<file path="src/rtl/core/qjmt_pkg.sv">
package qjmt_pkg;

   // Field widths of the two channels.
   localparam int IN_W   = 32;
   localparam int DUR_W  = 24;
   localparam int COEF_W = 64;

   // Signed width of the per-coefficient weights k0, k1 and k2.
   localparam int KW     = 40;
   // Magnitude and signed width of a numerator k0*2^2F + k1*D*2^F + k2*D^2.
   localparam int NW     = 88;
   localparam int NSW    = NW + 1;
   // Quotient bits kept by the divider: 64 result bits plus two overflow bits.
   localparam int Q_W    = COEF_W + 2;

   localparam logic [COEF_W-1:0] COEF_MAX = {1'b0, {(COEF_W-1){1'b1}}};
   localparam logic [COEF_W-1:0] COEF_MIN = {1'b1, {(COEF_W-1){1'b0}}};

   typedef struct packed {
      logic signed [IN_W-1:0] start_position;
      logic signed [IN_W-1:0] start_velocity;
      logic signed [IN_W-1:0] start_accel;
      logic signed [IN_W-1:0] end_position;
      logic signed [IN_W-1:0] end_velocity;
      logic signed [IN_W-1:0] end_accel;
      logic [DUR_W-1:0]       duration;
   } qjmt_req_type;

   typedef struct packed {
      logic signed [COEF_W-1:0] coef0;
      logic signed [COEF_W-1:0] coef1;
      logic signed [COEF_W-1:0] coef2;
      logic signed [COEF_W-1:0] coef3;
      logic signed [COEF_W-1:0] coef4;
      logic signed [COEF_W-1:0] coef5;
      logic                     singular;
      logic                     saturated;
   } qjmt_rsp_type;

endpackage

</file>
<file path="src/rtl/core/qjmt_mul.sv">
// Two-stage unsigned multiply of a wide operand by the 24-bit duration.
// The wide operand is cut into 24-bit chunks; the partial products of even
// and odd chunks do not overlap, so one wide add joins them.
module qjmt_mul import qjmt_pkg::*; #(
   parameter int A_W = 48
) (
   input  logic                   clock,
   input  logic [A_W-1:0]         a,
   input  logic [DUR_W-1:0]       d,
   output logic [A_W+DUR_W-1:0]   p
);

   localparam int NC  = (A_W + DUR_W - 1) / DUR_W;
   localparam int PAD = NC * DUR_W;
   localparam int SW  = PAD + DUR_W;

   logic [PAD-1:0]         a_pad;
   logic [2*DUR_W-1:0]     prod_ff [NC];
   logic [SW-1:0]          even_w;
   logic [SW-1:0]          odd_w;
   logic [SW-1:0]          sum_w;
   logic [A_W+DUR_W-1:0]   p_ff;

   assign a_pad = PAD'(a);

   // Chunk products.
   always_ff @(posedge clock) begin
      for (int i = 0; i < NC; i++) begin
         prod_ff[i] <= (2*DUR_W)'(a_pad[i*DUR_W +: DUR_W]) * (2*DUR_W)'(d);
      end
   end

   // Lay the products out in two non-overlapping rows and add them.
   always_comb begin
      even_w = '0;
      odd_w  = '0;
      for (int i = 0; i < NC; i++) begin
         if ((i & 1) == 0) begin
            even_w[i*DUR_W +: 2*DUR_W] = prod_ff[i];
         end else begin
            odd_w[i*DUR_W +: 2*DUR_W] = prod_ff[i];
         end
      end
      sum_w = even_w + odd_w;
   end

   always_ff @(posedge clock) begin
      p_ff <= sum_w[A_W+DUR_W-1:0];
   end

   assign p = p_ff;

endmodule

</file>
<file path="config.mk">
export PLATFORM = sky130hd
export DESIGN_NAME = qjmt_mul
export DESIGN_NICKNAME = d
export VERILOG_FILES = /design/src/rtl/core/qjmt_pkg.sv /design/src/rtl/core/qjmt_mul.sv
export SDC_FILE = /design/constraint.sdc
export NUM_CORES = 2
export LEC_CHECK = 0
export ABC_AREA = 1
export BUFFER_PORTS_ARGS = -buffer_cell sky130_fd_sc_hd__buf_2
export CAP_MARGIN = 20
export CORE_MARGIN = 4
export CORE_UTILIZATION = 40
export DETAILED_ROUTE_END_ITERATION = 12
export PLACE_DENSITY = 0.64
export SLEW_MARGIN = 20
export SYNTH_ARGS = -nofsm -noshare
export SYNTH_HDL_FRONTEND = slang
export SYNTH_SLANG_ARGS = --single-unit
</file>
<file path="constraint.sdc">
create_clock -name clock -period 5.8 [get_ports clock]
set_clock_uncertainty 0.05 [all_clocks]
set_input_delay 0.58 -clock clock [delete_from_list [all_inputs] [get_ports clock]]
set_output_delay 0.58 -clock clock [all_outputs]
set_load 0.01 [all_outputs]
</file>
==> metrics.txt <==
htree depth 4; Max-slew headroom 68.13%; number of global-route vias before repair 41770; CTS tree built; # port buffers 144; maximum root-to-sink buffer count 2; CP max stage delay 0.54 ns; Total GRT Usage 23.13%; Worst Tran Pin Value 0.4762 ns; FMAX 171.1 MHz; hpwl dp 120700 um; Post-synth EDFFs 0; Die W 352.2 um; initial antenna violation count 3; asr flop ratio synth 0%; placed cells 8463; WL met1 66450 um; Hold Crit Class flop to flop; unrepaired setup endpoints after global routing true; Net Count, Synth 7970; Worst setup SP type input port; Setup CP Type input port to flop; Setup Viol. Count Final 2; Total Die Area 124000 um^2; Max Transition Viols Final 0; largest net degree at the start of global routing 28; fin worst setup slack -0.04467 ns; Final #Nets 8443; slowest CP cell fa_1; die height 352.2 um; initial core utilization 40.23%; CTS Sinks 168; top area cells in the synthesized netlist fa_1, inv_1, nand2_1; Yosys reg bits 168; Fin. Hold Viols 0; vias 40460; failing checks setup timing; first-pass GRT wire length 227800 um; Syn Std Cell Area 47380 um^2; leading area contributor after synthesis fa_1; top cell type's share of synthesized area 40.77%; CP delay by family, top adder cells; synthesized area per cell 7.223 um^2; Critical Path Fanout Max 6; status finished, violations left; First-pass DRT Iterations 7; Worst EP required 6.11 ns; WL met2 69400 um; CP endpoint kind flop; wire length on met3 10550 um; number of remaining DRC errors 0; synthesized instance count 6560; Critical path buffers and inverters 8; Syn. warnings 0; Clk pin slew, worst setup/hold paths 0.07 ns; Arrival @ worst endpoint 6.16 ns; Layout fillers 11350; # rows 126; core area 117800 um^2; top cells by count, synth inv_1, nand2_1, fa_1, ha_1, clkbuf_1; total CTS buffers 17; Synth Flop Type dfxtp_1; fin cells 8584; share of layout cells above drive strength 1 17.97%; critical path's most frequent cell fa_1; final WL 151000 um; most numerous cell in the Yosys netlist inv_1; grt ovf 0; routed vias/inst 4.713; worst skew pair latency 0.49 ns; area delta synth->final 22.25%; GPL Wtd Cong 0.9313; I/O pin count 145; Netlist cell types 32; Tmin final 5.845 ns; highest routed layer met5; max cap viols 0; Root Driver clkbuf_16; drt first-iter violations 2921; DR WL/cell 17.59 um; Antenna Nets Post-Route 0; final worst-path cycle share 100.8%; sequential cell area fraction in the yosys report 7.098%
worst paths after layout:
kind                   from              to  slack [ns]  cells after the start
max                    d[9]  prod_ff[0][34]       -0.04                     26
min           prod_ff[0][8]            p[8]        0.28                      0
max reg2reg  prod_ff[0][24]           p[56]        3.37                     15
min reg2reg   prod_ff[0][8]            p[8]        0.28                      0
per-layer routing:
metal | track usage (%) | up-vias
li1 | - | 19080
met1 | 32.31 | 19890
met2 | 37.78 | 1304
met3 | 3.093 | 186
met4 | 6.536 | 2
met5 | 0 | -
final cells by class:
cell class                 instances  area [um^2]  share of cell area, %
clock inverter                    12        143.9                 0.2484
clock buffer                      20        446.7                 0.7711
inverter                        2129         7991                  13.80
antenna                            2        5.005               0.008640
tap                             1536         1922                  3.318
sequential                       168         3363                  5.806
multi-input combinational       4047        37490                  64.72
timing repair buffer             670         6561                  11.33
placed cells by master, fill, tap and decap left out, drive strengths merged, types with 8 or more instances in the layout:
cell and count:
a21oi 71, a31oi 8, buf 638, clkbuf 52
dfxtp 168, fa 965, ha 372, inv 2132
nand2 2127, nand3 139, nand4 19, nor2 205
nor3 21, o21bai 14, xnor2 15, xor2 63
state kept, by name (all words and copies together), names as in the netlist:
signal,count
p,72
prod_ff,96
repair_timing:
action	4_1_cts	5_1_grt
endpoints found under the setup margin	33	72
pin swaps	8	238
resized for setup	47	694
buffers inserted	4	56
hold buffers	0	0
gates cloned	2	26
kinds of logic after synthesis:
kind of cell	after synthesis	share of synthesized area, %
simple gates	2531	21.11
compound gates	101	1.178
xor+xnor	78	1.442
flops	168	7.098
fa+ha+maj	1337	50.60
buf+inv	2345	18.58
through the flow:
stage,worst slack (ns),cell area [um^2],utilization (%),hold WS (ns),setup TNS [ns]
after floorplan,-0.01358,48140,-,0.2596,-0.03531
after global placement,-0.7103,53640,45.55,0.2607,-34.29
after detailed placement,-0.7418,53640,45.55,0.2621,-37.05
after CTS,-0.003975,54490,46.27,0.2761,-0.005316
after global routing,-0.1434,57920,49.18,0.2795,-2.712
final,-0.04467,57920,49.19,0.2764,-0.08698
Power is not shown: default switching activity piles up to over one toggle a cycle in this logic, so the estimate is an artifact.
